[src/design/wbc_pkg.sv]
// shared types and constants for the workload bottleneck classifier
package wbc_pkg;

  typedef enum logic [2:0] {
    VERDICT_UNKNOWN    = 3'd0,
    VERDICT_GPU        = 3'd1,
    VERDICT_CPU        = 3'd2,
    VERDICT_CONTENTION = 3'd3,
    VERDICT_MEMORY     = 3'd4,
    VERDICT_IO         = 3'd5,
    VERDICT_MIXED      = 3'd6
  } verdict_t;

  typedef struct packed {
    logic [9:0]  game_cpu_ewma;
    logic        idle_flag;
    logic [9:0]  demand;
    logic [9:0]  stability;
    logic        sustained_heavy;
    logic [11:0] contention;
    logic [9:0]  system_cpu;
    logic [9:0]  background_cpu;
    logic [9:0]  game_cpu_now;
    logic [19:0] working_set;
    logic [39:0] read_rate;
    logic [39:0] write_rate;
  } sample_t;

  typedef struct packed {
    verdict_t   verdict;
    logic [9:0] confidence;
    logic       needs_action;
  } result_t;

  localparam logic [9:0]  MIN_CONF_RESET = 10'd650;

  // byte rate thresholds, MB = 2^20 bytes
  localparam logic [39:0] RATE_100MB = 40'd104857600;
  localparam logic [39:0] RATE_50MB  = 40'd52428800;
  localparam logic [40:0] RATE_CAP   = 41'd419430400;

  // reciprocals for the constant divides
  localparam logic [10:0] RECIP_DIV7 = 11'd1171;  // ceil(2^13 / 7)
  localparam logic [9:0]  RECIP_DIV5 = 10'd820;   // ceil(2^12 / 5)

endpackage

[src/design/wbc_classify.sv]
// rule chain: one sample in, verdict, confidence and action flag out
module wbc_classify (
  input  wbc_pkg::sample_t smp,
  input  logic [9:0]       min_conf,
  output wbc_pkg::result_t res
);

  // gpu: 250*(350-ewma)/350 = floor(5*d/7)
  logic [7:0]  gpu_diff;
  logic [9:0]  gpu_n;
  logic [20:0] gpu_prod;
  logic [9:0]  gpu_conf;

  // memory: 150*(ws-2048)/2048
  logic [19:0] mem_diff;
  logic [27:0] mem_prod;
  logic [9:0]  mem_base;
  logic [17:0] mem_sum;
  logic [9:0]  mem_conf;

  // io: 180*s/(400 MB) = floor(floor(9*s / 2^20) / 4 / 5)
  logic [40:0] io_sum;
  logic [28:0] io_s;
  logic [32:0] io_9s;
  logic [9:0]  io_u;
  logic [19:0] io_prod;
  logic [9:0]  io_conf;

  logic [9:0]  cpu_conf;
  logic [9:0]  cont_conf;
  logic [2:0]  mix_cnt;

  logic        is_idle, is_gpu, is_cpu, is_cont, is_mem, is_io;
  logic        actionable;

  always_comb begin
    gpu_diff = 8'(10'd350 - smp.game_cpu_ewma);
    gpu_n    = {gpu_diff, 2'b00} + {2'b00, gpu_diff};
    gpu_prod = 21'(gpu_n) * 21'(wbc_pkg::RECIP_DIV7);
    gpu_conf = 10'd400 + {2'b00, gpu_prod[20:13]};

    mem_diff = smp.working_set - 20'd2048;
    mem_prod = 28'(mem_diff) * 28'd150;
    mem_base = (smp.stability < 10'd500) ? 10'd400 : 10'd450;
    mem_sum  = 18'(mem_base) + {1'b0, mem_prod[27:11]};
    mem_conf = (mem_sum > 18'd700) ? 10'd700 : mem_sum[9:0];

    io_sum  = {1'b0, smp.read_rate} + {1'b0, smp.write_rate};
    io_s    = (io_sum > wbc_pkg::RATE_CAP) ? wbc_pkg::RATE_CAP[28:0] : io_sum[28:0];
    io_9s   = {1'b0, io_s, 3'b000} + {4'b0000, io_s};
    io_u    = io_9s[31:22];
    io_prod = 20'(io_u) * 20'(wbc_pkg::RECIP_DIV5);
    io_conf = 10'd500 + {2'b00, io_prod[19:12]};

    cpu_conf = 10'd600;
    if (smp.demand > 10'd800)  cpu_conf = cpu_conf + 10'd200;
    if (smp.stability > 10'd700) cpu_conf = cpu_conf + 10'd80;
    if (smp.sustained_heavy)   cpu_conf = cpu_conf + 10'd40;

    cont_conf = 10'd500;
    if (smp.contention > 12'd600) cont_conf = cont_conf + 10'd250;
    if (smp.demand > 10'd400)     cont_conf = cont_conf + 10'd100;

    mix_cnt = 3'(smp.demand >= 10'd450) + 3'(smp.contention >= 12'd280)
            + 3'(smp.read_rate >= wbc_pkg::RATE_50MB) + 3'(smp.working_set >= 20'd1536);

    is_idle = smp.game_cpu_ewma < 10'd150;
    is_gpu  = (smp.game_cpu_ewma < 10'd350) && (smp.system_cpu < 10'd450) && !smp.idle_flag;
    is_cpu  = (smp.demand >= 10'd680) && (smp.system_cpu >= 10'd650)
           && (smp.background_cpu <= 10'd300);
    is_cont = (smp.contention >= 12'd420) && (smp.demand >= 10'd280)
           && (smp.demand <= 10'd750);
    is_mem  = (smp.working_set >= 20'd2048) && (smp.game_cpu_now < 10'd550);
    is_io   = ((smp.read_rate >= wbc_pkg::RATE_100MB) || (smp.write_rate >= wbc_pkg::RATE_50MB))
           && (smp.demand >= 10'd200) && (smp.demand <= 10'd700)
           && (smp.game_cpu_now < 10'd600);

    res.needs_action = 1'b0;
    if (is_idle) begin
      res.verdict    = wbc_pkg::VERDICT_UNKNOWN;
      res.confidence = 10'd900;
    end else if (is_gpu) begin
      res.verdict    = wbc_pkg::VERDICT_GPU;
      res.confidence = gpu_conf;
    end else if (is_cpu) begin
      res.verdict    = wbc_pkg::VERDICT_CPU;
      res.confidence = cpu_conf;
    end else if (is_cont) begin
      res.verdict    = wbc_pkg::VERDICT_CONTENTION;
      res.confidence = cont_conf;
    end else if (is_mem) begin
      res.verdict    = wbc_pkg::VERDICT_MEMORY;
      res.confidence = mem_conf;
    end else if (is_io) begin
      res.verdict    = wbc_pkg::VERDICT_IO;
      res.confidence = io_conf;
    end else if (mix_cnt >= 3'd2) begin
      res.verdict    = wbc_pkg::VERDICT_MIXED;
      res.confidence = 10'd350 + (10'(mix_cnt) * 10'd50);
      if (res.confidence > 10'd550) res.confidence = 10'd550;
    end else begin
      res.verdict    = wbc_pkg::VERDICT_UNKNOWN;
      res.confidence = 10'd200;
    end

    actionable = (res.verdict == wbc_pkg::VERDICT_CPU)
              || (res.verdict == wbc_pkg::VERDICT_CONTENTION)
              || (res.verdict == wbc_pkg::VERDICT_IO);
    res.needs_action = actionable && (res.confidence >= min_conf);
  end

endmodule

[src/design/workload_bottleneck_classifier_unit.sv]
// top level of the workload bottleneck classifier
//
// usage:
//   input channel: drive the sample fields on in_* and raise start; the sample
//   is taken at every rising edge where start is high and busy is low. busy is
//   low whenever the block is out of reset, so a new sample can go in on every
//   cycle.
//   result channel: out_valid marks one cycle in which out_verdict,
//   out_confidence and out_needs_action hold the result of one sample. results
//   come out in input order, one per sample.
//   config channel: cfg_valid/cfg_ready with cfg_data writes the action
//   threshold (min_confidence); cfg_ready is always high out of reset. write it
//   only while no sample is in flight.
// timing: an accepted sample sits in the input register, is classified from
//   there by the rule chain, and its result is shown from the result register.
//   throughput is one sample per cycle; the only work per sample is the rule
//   chain between the input and result registers.
// reset: rst_n low clears the pipeline valid bits and sets the threshold to 650;
//   busy and !cfg_ready stay high during reset.
// the receiver cannot stall: every result is presented for exactly one cycle.
module workload_bottleneck_classifier_unit (
  input  logic        clk,
  input  logic        rst_n,
  // sample input
  input  logic        start,
  output logic        busy,
  input  logic [9:0]  in_game_cpu_ewma,
  input  logic        in_idle_flag,
  input  logic [9:0]  in_demand,
  input  logic [9:0]  in_stability,
  input  logic        in_sustained_heavy,
  input  logic [11:0] in_contention,
  input  logic [9:0]  in_system_cpu,
  input  logic [9:0]  in_background_cpu,
  input  logic [9:0]  in_game_cpu_now,
  input  logic [19:0] in_working_set,
  input  logic [39:0] in_read_rate,
  input  logic [39:0] in_write_rate,
  // result output
  output logic        out_valid,
  output logic [2:0]  out_verdict,
  output logic [9:0]  out_confidence,
  output logic        out_needs_action,
  // threshold register write
  input  logic        cfg_valid,
  output logic        cfg_ready,
  input  logic [9:0]  cfg_data
);

  // input stage
  logic             in_vld_r, in_vld_nxt;
  wbc_pkg::sample_t smp_r, smp_nxt;

  // result stage
  logic             out_vld_r, out_vld_nxt;
  wbc_pkg::result_t res_r;
  wbc_pkg::result_t res_nxt;

  // threshold register
  logic [9:0]       min_conf_r, min_conf_nxt;

  logic             in_xfer;

  // busy only while in reset so that no transfer is taken then
  assign busy      = !rst_n;
  assign cfg_ready = rst_n;
  assign in_xfer   = start && !busy;

  always_comb begin
    in_vld_nxt = in_xfer;
    smp_nxt    = smp_r;
    if (in_xfer) begin
      smp_nxt.game_cpu_ewma   = in_game_cpu_ewma;
      smp_nxt.idle_flag       = in_idle_flag;
      smp_nxt.demand          = in_demand;
      smp_nxt.stability       = in_stability;
      smp_nxt.sustained_heavy = in_sustained_heavy;
      smp_nxt.contention      = in_contention;
      smp_nxt.system_cpu      = in_system_cpu;
      smp_nxt.background_cpu  = in_background_cpu;
      smp_nxt.game_cpu_now    = in_game_cpu_now;
      smp_nxt.working_set     = in_working_set;
      smp_nxt.read_rate       = in_read_rate;
      smp_nxt.write_rate      = in_write_rate;
    end
    out_vld_nxt  = in_vld_r;
    min_conf_nxt = (cfg_valid && cfg_ready) ? cfg_data : min_conf_r;
  end

  // the whole rule chain sits between the two register stages
  wbc_classify u_classify (
    .smp      (smp_r),
    .min_conf (min_conf_r),
    .res      (res_nxt)
  );

  // control state
  always_ff @(posedge clk) begin
    if (!rst_n) begin
      in_vld_r   <= 1'b0;
      out_vld_r  <= 1'b0;
      min_conf_r <= wbc_pkg::MIN_CONF_RESET;
    end else begin
      in_vld_r   <= in_vld_nxt;
      out_vld_r  <= out_vld_nxt;
      min_conf_r <= min_conf_nxt;
    end
  end

  // payload, no reset needed
  always_ff @(posedge clk) begin
    smp_r <= smp_nxt;
    if (in_vld_r) begin
      res_r <= res_nxt;
    end
  end

  assign out_valid        = out_vld_r;
  assign out_verdict      = res_r.verdict;
  assign out_confidence   = res_r.confidence;
  assign out_needs_action = res_r.needs_action;

  // every accepted sample produces a result, through the input and result registers
  a_latency: assert property (@(posedge clk) disable iff (!rst_n)
    in_xfer |=> ##1 out_valid)
    else $error("accepted sample did not produce a result");

  // action only for cpu, contention or io verdicts
  a_action_kind: assert property (@(posedge clk) disable iff (!rst_n)
    (out_valid && out_needs_action) |->
      (out_verdict == wbc_pkg::VERDICT_CPU || out_verdict == wbc_pkg::VERDICT_CONTENTION ||
       out_verdict == wbc_pkg::VERDICT_IO))
    else $error("action flagged for a non-actionable verdict");

  // unknown verdict comes only from the idle or default rule
  a_unknown_conf: assert property (@(posedge clk) disable iff (!rst_n)
    (out_valid && out_verdict == wbc_pkg::VERDICT_UNKNOWN) |->
      (out_confidence == 10'd900 || out_confidence == 10'd200))
    else $error("unknown verdict with unexpected confidence");

endmodule

[config.mk]
export PLATFORM = sky130hd
export DESIGN_NAME = workload_bottleneck_classifier_unit
export DESIGN_NICKNAME = d
export VERILOG_FILES = /design/src/design/wbc_pkg.sv /design/src/design/wbc_classify.sv /design/src/design/workload_bottleneck_classifier_unit.sv
export SDC_FILE = /design/constraint.sdc
export NUM_CORES = 1
export LEC_CHECK = 0
export ABC_AREA = 0
export BUFFER_PORTS_ARGS = -buffer_cell sky130_fd_sc_hd__buf_2
export CAP_MARGIN = 20
export CELL_PAD_IN_SITES_DETAIL_PLACEMENT = 0
export CELL_PAD_IN_SITES_GLOBAL_PLACEMENT = 1
export CORE_MARGIN = 2
export CORE_UTILIZATION = 51
export DETAILED_ROUTE_END_ITERATION = 8
export PLACE_DENSITY = 0.89
export SLEW_MARGIN = 20
export SYNTH_ARGS = -nofsm -noshare
export SYNTH_HDL_FRONTEND = slang
export SYNTH_SLANG_ARGS = --single-unit
[constraint.sdc]
create_clock -name clk -period 27.7 [get_ports clk]
set_clock_uncertainty 0.2 [all_clocks]
set_input_delay 2.77 -clock clk [delete_from_list [all_inputs] [get_ports clk]]
set_output_delay 2.77 -clock clk [all_outputs]
set_load 0.02 [all_outputs]
==> results by group, run 1 <==
Run status
  • Outcome: finished clean

Pwr
  • Clock power frac: 0.164
  • Cell internal pwr: 916 uW
  • Max VDD drop: 71.8 uV
  • Switching component of the power: 705 uW
  • Switching share of total power: 0.435
  • PwrDens: around 82 nW/um^2
  • Combinational share of power: 0.609
  • Leakage: 0.00895 uW
  • Seq pwr share: 0.227

Synth
  • Syn. warnings: 0
  • Synth Cell Area: 17700 um^2
  • Distinct cells, synth: 95
  • Main synth FF type: edfxtp_1
  • Top-count cell post-synth: ha_1
  • Ys async rst share: 0
  • Seq/Total Area, Yosys: 0.329
  • Syn nets: ~2300
  • Yosys top cell area share: 0.315
  • Synth cell count leaders: ha_1, inv_1, edfxtp_1, nor2_1, a21oi_1
  • Dominant cells by area after synthesis: edfxtp_1, ha_1, fa_1
  • Yosys top cell by area: edfxtp_1
  • Mapped Cells: about 1800
  • Post-synth EDFFs: 186
  • Synthesized area per cell: 10.1 um^2
  • Synthesized flop and latch total: 198

Cells and area
  • Area Growth Syn to Fin: 11.8%
  • Filler cells: 2993
  • Ratio of cells with drive above 1 in the final layout: 0.152
  • Multi-input gate area: roughly 11000 um^2
  • Register Area: between 5000 and 6000 um^2
  • Final instance area: 19800 um^2
  • Fin nets: 2476

Detailed routing
  • Vias post-DR: 13600
  • DRC Markers: 0
  • DR pass1 iterations: 6
  • Drt total wl: between 30000 and 40000 um
  • Post-route ant nets: 0
  • Avg WL per Cell: 16.4 um
  • Vias per inst: 5.65
  • DRT iter0 DRCs: 805

Setup path
  • Crit path kind: flop to flop
  • CP Capture Type: flop
  • CP arrival: 14140 ps
  • Critical Path Slowest Stage Cell: fa_1
  • Req. time, crit path: 27670 ps
  • CP peak stage delay: between 500 and 600 ps
  • Slack of the worst reg-to-reg path: 13530 ps
  • CP Max Fanout: 28
  • Most frequent CP cell: ha_1
  • Crit start category: flop

Worst hold path
  • HP Class: flop to flop

Place
  • Dpl ws: 13610 ps
  • RePlAce Congestion: 0.917
  • DP Area: 19200 um^2
  • Port bufs: 202
  • Post-DP HPWL: 32400 um

Clocking
  • Skew-Pair Late Insertion Delay: 470 ps
  • CTS Sinks: 198
  • # Post-CTS Setup Buffers: 0
  • Worst-path clk slew: 80 ps
  • Max Buffers Root-to-Sink: 2
  • Cts hold-fix bufs: 0
  • Cts repair resizes: 0
  • Root Driver: clkbuf_16
  • H-tree lvl count: 4
  • TritonCTS clock tree: yes
  • TritonCTS Buffers: 17

Global routing
  • Initial antenna violation count: 2
  • First-pass GRT wire length: 65300 um
  • All-Layer GR Usage: 0.224
  • Largest net degree at the start of global routing: 77
  • Vias in the first global route: approximately 14000
  • Total grt overflow: 0

Flow run
  • Maxcap violations: 0

Timing
  • Setup TNS Final: 0 ps
  • Slew @ Worst Pin: 912 ps
  • Slew headroom: 0.386
  • Setup violators final: 0
  • Final Hold Viols: 0
  • Fmax: around 0.071 GHz
  • Final Critical Period: between 10000 and 15000 ps
  • Crit share post-route: 0.512
  • Hold_ws: 313 ps
  • RSZ-0062 raised after global routing: no
  • Max Slew Vio Count: 0
  • Final worst slack: 13530 ps

Die
  • Row count: slightly below 70
  • Core Box Area: roughly 34000 um^2
  • Die width: 190 um
  • Die Y: 190 um
  • Die area: 36300 um^2
  • Starting density of the core: 0.516
  • Io pins: 205
[sequential cells by signal, indices dropped and copies added, names as in the netlist]
signal,count
min_conf_r,10
out_verdict,3
in_vld_r,1
out_confidence,10
out_needs_action,1
out_valid,1
smp_r,172
[kinds of logic after synthesis]
logic type	share of synthesized area
AO/OA/AOI/OAI	0.156
XOR/XNOR	0.0497
adder cells (fa/ha/maj)	0.270
buffers and inverters	0.0541
flip-flops	0.329
multiplexers	0.00988
AND/OR/NAND/NOR	0.132
[worst max-delay path: cells and delay by family, from the launching register on]
kind	cells	cell delay [ps]
AOI/OAI and AO/OA	25	5710
xor gates and xnor gates	2	420
adders and majority gates	9	3390
buffers and inverters	3	340
DFF	1	450
muxes	1	260
and+or+nand+nor	17	3100
[final cells by class]
type,instances,area share
Multi-Input combinational cell,1310,0.552
Inverter,209,0.0396
Timing Repair Buffer,208,0.0533
Tap cell,455,0.0287
Antenna cell,1,0.000126
Clock buffer,17,0.0215
Sequential cell,198,0.294
Clock inverter,15,0.0107
[layout by cell type (no fill, tap or decap), types with 9 or more instances in the layout]
| master | n |
|---|---|
| and3_1 | 10 |
| ha_1 | 281 |
| edfxtp_1 | 186 |
| nand4_1 | 23 |
| nand2_1 | 87 |
| a31oi_1 | 15 |
| o21a_1 | 9 |
| buf_2 | 202 |
| o31ai_1 | 19 |
| dfxtp_1 | 12 |
| o21ai_1 | 14 |
| nand3_1 | 25 |
| a211oi_1 | 24 |
| fa_1 | 63 |
| nor2b_1 | 23 |
| and2_1 | 12 |
| a21o_1 | 29 |
| nor2_1 | 124 |
| or2_2 | 13 |
| mux2i_1 | 13 |
| nor4_1 | 14 |
| o211ai_1 | 17 |
| or3_1 | 13 |
| o21ai_0 | 60 |
| xnor2_1 | 58 |
| a21oi_1 | 102 |
| inv_1 | 209 |
| nor3_1 | 35 |
| clkbuf_16 | 17 |
| xor2_1 | 40 |
| nand2b_1 | 24 |
[stage by stage]
step	util	instances	power, uW
2_1_floorplan	-	1754	1140
6_report	0.577	2413	1620
3_5_place_dp	0.558	2380	1350
5_1_grt	0.577	2413	1790
4_1_cts	0.577	2412	1640
3_3_place_gp	0.558	2380	1320
[power groups by stage]
stage | Combinational, uW | Sequential, uW | Clock (uW)
final | 988 | 368 | 266
after global routing | 1140 | 370 | 284
after CTS | 993 | 368 | 275
after detailed placement | 976 | 374 | 0
after global placement | 946 | 373 | 0
after floorplan | 767 | 374 | 0
[final timing paths]
path | from | to | depth (start not counted)
worst max-delay path | smp_r[67]$_DFFE_PP_ | out_needs_action$_DFFE_PP_ | 57
worst min-delay path | min_conf_r[2]$_SDFFE_PN0P_ | min_conf_r[2]$_SDFFE_PN0P_ | 2
worst max register to register | smp_r[67]$_DFFE_PP_ | out_needs_action$_DFFE_PP_ | 57
worst min register to register | min_conf_r[2]$_SDFFE_PN0P_ | min_conf_r[2]$_SDFFE_PN0P_ | 2
[metal layers]
metal  share of wire  routed length (um)  GRT usage
met1            0.45               18000      0.295
met2            0.48               19200      0.385
met3           0.041                1650     0.0326
met4           0.020                 809     0.0629
met5         0.00028                  11          0
Power figures use the tool's default switching activity.
==> run 2: changes to the inputs <==
Settings changed: ABC_AREA 0 to 1, CORE_UTILIZATION 51 to 41, PLACE_DENSITY 0.89 to 0.79.
Clock period 27.7 ns to 11.8 ns, I/O delays scaled along.
==> results by group, run 2 <==
Run status
  • Outcome: finished clean

Timing
  • Final Critical Period: 10830 ps
  • Max Slew Vio Count: 0
  • Final Hold Viols: 0
  • Crit share post-route: 0.918
  • RSZ-0062 raised after global routing: no
  • Final worst slack: 968 ps
  • Setup TNS Final: 0 ps
  • Slew headroom: 0.356
  • Slew @ Worst Pin: 966 ps
  • Fmax: 0.0923 GHz
  • Setup violators final: 0

Pwr
  • Clock power frac: 0.164
  • Switching share of total power: 0.451
  • Combinational share of power: 0.599
  • Switching component of the power: 1630 uW
  • PwrDens: 170 nW/um^2
  • Leakage: 0.0111 uW
  • Cell internal pwr: 1990 uW
  • Seq pwr share: 0.237
  • Max VDD drop: between 100 and 150 uV

Clocking
  • Cts hold-fix bufs: 0
  • Worst-path clk slew: roughly 80 ps
  • TritonCTS Buffers: 17
  • TritonCTS clock tree: yes
  • Root Driver: clkbuf_16
  • Max Buffers Root-to-Sink: 2
  • Skew-Pair Late Insertion Delay: about 500 ps
  • CTS Sinks: 198
  • H-tree lvl count: 4

Synth
  • Mapped Cells: 2376
  • Synthesized flop and latch total: 198
  • Yosys top cell by area: edfxtp_1
  • Syn. warnings: 0
  • Synth Cell Area: 19000 um^2
  • Ys async rst share: 0
  • Distinct cells, synth: 56
  • Yosys top cell area share: 0.294
  • Top-count cell post-synth: nand2_1
  • Syn nets: between 2000 and 3000
  • Synth cell count leaders: nand2_1, inv_1, ha_1, edfxtp_1, nor2_1
  • Synthesized area per cell: 7.98 um^2
  • Seq/Total Area, Yosys: 0.307
  • Post-synth EDFFs: 186
  • Dominant cells by area after synthesis: edfxtp_1, ha_1, nand2_1
  • Main synth FF type: edfxtp_1

Detailed routing
  • Vias post-DR: approximately 16000
  • Drt total wl: 45700 um
  • DRT iter0 DRCs: 797
  • Vias per inst: 4.90
  • DRC Markers: 0
  • Avg WL per Cell: around 14 um
  • Post-route ant nets: 0
  • DR pass1 iterations: 5

Global routing
  • All-Layer GR Usage: 0.199
  • Initial antenna violation count: 1
  • Vias in the first global route: between 15000 and 20000
  • Largest net degree at the start of global routing: between 90 and 100
  • Total grt overflow: 0
  • First-pass GRT wire length: 75800 um

Setup path
  • Crit start category: flop
  • CP peak stage delay: 500 ps
  • Most frequent CP cell: nand2_1
  • CP Max Fanout: 22
  • Crit path kind: flop to flop
  • Req. time, crit path: 11840 ps
  • Critical Path Slowest Stage Cell: fa_1
  • CP arrival: 10880 ps
  • CP Capture Type: flop

Cells and area
  • Ratio of cells with drive above 1 in the final layout: 0.114
  • Fin nets: 3123
  • N_diodes: 0
  • Most flop-heavy register: smp_r
  • Most common cell after layout, fill and taps aside: nand2_1
  • Most frequent cells in the layout: nand2_1, inv_1, ha_1, buf_2, edfxtp_1
  • Area Growth Syn to Fin: 12.5%
  • Largest register FFs: 172

Place
  • RePlAce Congestion: 0.878
  • Post-DP HPWL: between 30000 and 40000 um
  • Port bufs: 202
  • Dpl ws: roughly 770 ps

Die
  • Die area: roughly 48000 um^2
  • Io pins: between 200 and 250
  • Starting density of the core: 0.417
  • Die width: 219 um
  • Row count: around 80
  • Die Y: 219 um
  • Core Box Area: ~45000 um^2

Flow run
  • Maxcap violations: 0

Worst hold path
  • HP Class: flop to flop
==> run 2: cell types whose count changed after synthesis, moves of 21 or more <==
| cell | change |
|---|---|
| nand3_1 | +97 |
| nor2b_1 | -23 |
| nor2_1 | +57 |
| xnor2_1 | -35 |
| inv_1 | +276 |
| nand2b_1 | -24 |
| nand2_1 | +459 |
| a21o_1 | -21 |
==> run 2: power by group through the flow <==
stage	Combinational [uW]	Sequential, uW	Clock [uW]
final	2170	859	594
after global routing	2560	865	638
after CTS	2200	860	613
after detailed placement	2170	876	0
after global placement	2120	874	0
after floorplan	1700	877	0
==> run 2: logic make-up after synthesis <==
family,Yosys count,synth area share
compound gates,275,0.0840
simple gates,994,0.227
xor+xnor,61,0.0286
fa+ha+maj,345,0.253
flops,198,0.307
buf+inv,503,0.101
==> run 2: worst max-delay path: cells and delay by family, from the launching register on <==
kind	cells	cell delay [ps]
simple gates	21	2180
flops	1	440
fa+ha+maj	8	2980
buf+inv	9	800
compound gates	22	3920
==> run 2: stage by stage <==
| step | utilization | hold slack (ps) | area, um^2 | power (uW) | instances |
|---|---|---|---|---|---|
| after floorplan | - | 239 | 19000 | 2570 | 2376 |
| after global placement | 0.455 | 261 | 20700 | 3000 | 3171 |
| after detailed placement | 0.455 | 264 | 20700 | 3040 | 3171 |
| after CTS | 0.468 | 277 | 21300 | 3670 | 3203 |
| after global routing | 0.469 | 299 | 21300 | 4070 | 3203 |
| final | 0.469 | 273 | 21300 | 3630 | 3203 |
==> run 2: path summary, 6_finish.rpt <==
check / slack (ps) / endpoint / depth (start not counted) / start
setup / recovery: 970 / out_needs_action$_DFFE_PP_ / 60 / smp_r[70]$_DFFE_PP_
hold / removal: 270 / min_conf_r[6]$_SDFFE_PN0P_ / 2 / min_conf_r[6]$_SDFFE_PN0P_
setup reg to reg: 970 / out_needs_action$_DFFE_PP_ / 60 / smp_r[70]$_DFFE_PP_
hold reg to reg: 270 / min_conf_r[6]$_SDFFE_PN0P_ / 2 / min_conf_r[6]$_SDFFE_PN0P_
==> run 2: what timing repair did <==
| action | in CTS | in global routing |
|---|---|---|
| setup endpoints to repair | 0 | 1 |
| gates resized for setup | 0 | 12 |
| setup buffers | 0 | 0 |
==> run 2: cell type report <==
type / instances / area [um^2]
fillers: 4537 / 24100
clock buffers: 17 / 425
multi-input cells: 1675 / 11300
repair buffers: 207 / 1060
clock inverters: 15 / 175
well taps: 600 / 751
inverters: 491 / 1850
flip-flops and latches: 198 / 5830
==> run 2: routing by layer <==
| metal | track usage | routed length, um |
|---|---|---|
| met3 | 0.0413 | 2390 |
| met5 | 0 | 12 |
| met4 | 0.0581 | 833 |
| met2 | 0.318 | 20300 |
| met1 | 0.270 | 22100 |
==> run 3: changes to the inputs <==
Settings changed: CORE_UTILIZATION 41 to 42, CTS_BUF_LIST from default to sky130_fd_sc_hd__clkbuf_4, CTS_CLUSTER_DIAMETER from default to 40, GPL_TIMING_DRIVEN from default to 0, PLACE_DENSITY 0.79 to 0.81.
==> results by group, run 3 (synthesis gave the netlist of run 2 again) <==
Die
  • Core Box Area: 44400 um^2
  • Row count: 77
  • Die Y: 217 um
  • Die width: 217 um
  • Starting density of the core: 0.427
  • Io pins: 205
  • Die area: 46900 um^2

Detailed routing
  • DR pass1 iterations: 5
  • Post-route ant nets: 0
  • DRC Markers: 0
  • Vias per inst: 4.92
  • Drt total wl: 45700 um
  • Vias post-DR: 15800
  • Avg WL per Cell: 14.2 um
  • DRT iter0 DRCs: just over 800

Global routing
  • Largest net degree at the start of global routing: 95
  • Total grt overflow: 0
  • Initial antenna violation count: 2
  • First-pass GRT wire length: 75600 um
  • All-Layer GR Usage: 0.201
  • Vias in the first global route: 15700

Setup path
  • CP Capture Type: flop
  • WP buf/inv: 8
  • Slack of the worst reg-to-reg path: 1000 ps
  • Most frequent CP cell: nand2_1
  • CP arrival: ~11000 ps
  • Crit start category: flop
  • RR Startpoint: smp_r[40]$_DFFE_PP_
  • FF-to-FF path depth: 67
  • Crit path kind: flop to flop
  • CP top delay family: adder cells
  • Worst R2R End: out_needs_action$_DFFE_PP_
  • CP peak stage delay: 520 ps
  • Critical Path Slowest Stage Cell: fa_1
  • Req. time, crit path: between 10000 and 15000 ps
  • CP Max Fanout: 11

Place
  • Port bufs: between 200 and 250
  • Post-DP HPWL: ~39000 um
  • DP Area: 20800 um^2
  • RePlAce Congestion: 0.930
  • Dpl ws: -26.8 ps

Cells and area
  • Most frequent cells in the layout: nand2_1, inv_1, ha_1, buf_2, edfxtp_1
  • Most common cell after layout, fill and taps aside: nand2_1
  • Final instance area: 21300 um^2
  • Largest register FFs: 172
  • Area Growth Syn to Fin: 12.3%
  • Most flop-heavy register: smp_r
  • Final core occ: 0.480
  • Ratio of cells with drive above 1 in the final layout: 0.124
  • Fin nets: 3134

Run status
  • Outcome: finished clean

Clocking
  • TritonCTS Buffers: 17
  • Worst-path clk slew: 200 ps
  • Root Driver: clkbuf_4
  • TritonCTS clock tree: yes
  • H-tree lvl count: 4
  • Skew-Pair Late Insertion Delay: 780 ps
  • Cts hold-fix bufs: 0
  • Max Buffers Root-to-Sink: 2
  • CTS Sinks: 198

Pwr
  • Seq pwr share: 0.248
  • Leakage: between 0.01 and 0.015 uW
  • Clock power frac: 0.118
  • Switching share of total power: 0.474
  • Max VDD drop: 126 uV
  • Combinational share of power: 0.634
  • Cell internal pwr: about 1800 uW
  • PwrDens: 162 nW/um^2
  • Switching component of the power: 1640 uW

Worst hold path
  • HP Class: flop to flop
  • Hold depth: 2
  • Hold Path End: min_conf_r[2]$_SDFFE_PN0P_
  • Worst hold start: min_conf_r[2]$_SDFFE_PN0P_

Timing
  • Final Critical Period: 10800 ps
  • Slew headroom: 0.370
  • Fmax: 0.0926 GHz
  • Setup violators final: 0
  • Crit share post-route: 0.915
  • Final Hold Viols: 0
  • Max Slew Vio Count: 0
  • Final worst slack: 1000 ps
  • Slew @ Worst Pin: 942 ps

Flow run
  • Maxcap violations: 0
## run 3: power groups by stage
stage | Combinational [uW] | Sequential [uW] | Clock (uW)
3_3_place_gp | 2120 | 879 | 0
4_1_cts | 2200 | 859 | 427
6_report | 2200 | 859 | 407
2_1_floorplan | 1700 | 877 | 0
3_5_place_dp | 2180 | 875 | 0
5_1_grt | 2580 | 865 | 448
## run 3: stage by stage
step                      total power, uW  instances  hold WS [ps]  setup TNS [ps]
final                                3460       3210           292               0
after global routing                 3890       3210           268           -5.78
after CTS                            3490       3202           252               0
after detailed placement             3060       3171           272           -26.8
after global placement               3000       3169           260               0
after floorplan                      2570       2376           239               0
## run 3: worst min-delay path: stages, from the launching register on
cell      delay, ps
dfxtp_1         340
inv_1            70
a211oi_1         70
## run 3: how the worst max path moves through the flow
stage	from	slack [ps]	endpoint	cells past startpoint
after global placement	smp_r[0]$_DFFE_PP_	60	out_needs_action$_DFFE_PP_	71
final	smp_r[40]$_DFFE_PP_	1000	out_needs_action$_DFFE_PP_	67
after CTS	smp_r[40]$_DFFE_PP_	250	out_needs_action$_DFFE_PP_	69
after floorplan	smp_r[0]$_DFFE_PP_	1960	out_needs_action$_DFFE_PP_	70
after detailed placement	smp_r[40]$_DFFE_PP_	-30	out_needs_action$_DFFE_PP_	71
after global routing	smp_r[40]$_DFFE_PP_	-6	out_needs_action$_DFFE_PP_	72
## run 3: cell type report
class | instances | area, um^2
Antenna cell | 4 | 10.0
Buffer | 11 | 72.6
Clock buffer | 17 | 128
Clock inverter | 15 | 206
Fill cell | 4317 | 23100
Inverter | 491 | 1850
Multi-Input combinational cell | 1676 | 11400
Sequential cell | 198 | 5830
Tap cell | 592 | 741
Timing Repair Buffer | 206 | 1060
## run 3: metal layers
| layer | part of all wire | GRT usage |
|---|---|---|
| met2 | 0.44 | 0.324 |
| met4 | 0.017 | 0.0507 |
| met3 | 0.050 | 0.0439 |
| met1 | 0.49 | 0.273 |
| met5 | 0 | 0 |
## run 3: timing repair
action,4_1_cts,5_1_grt
cloned,0,1
endpoints found under the setup margin,1,1
setup buffers,0,3
pin swaps,0,5
gates resized for setup,0,38
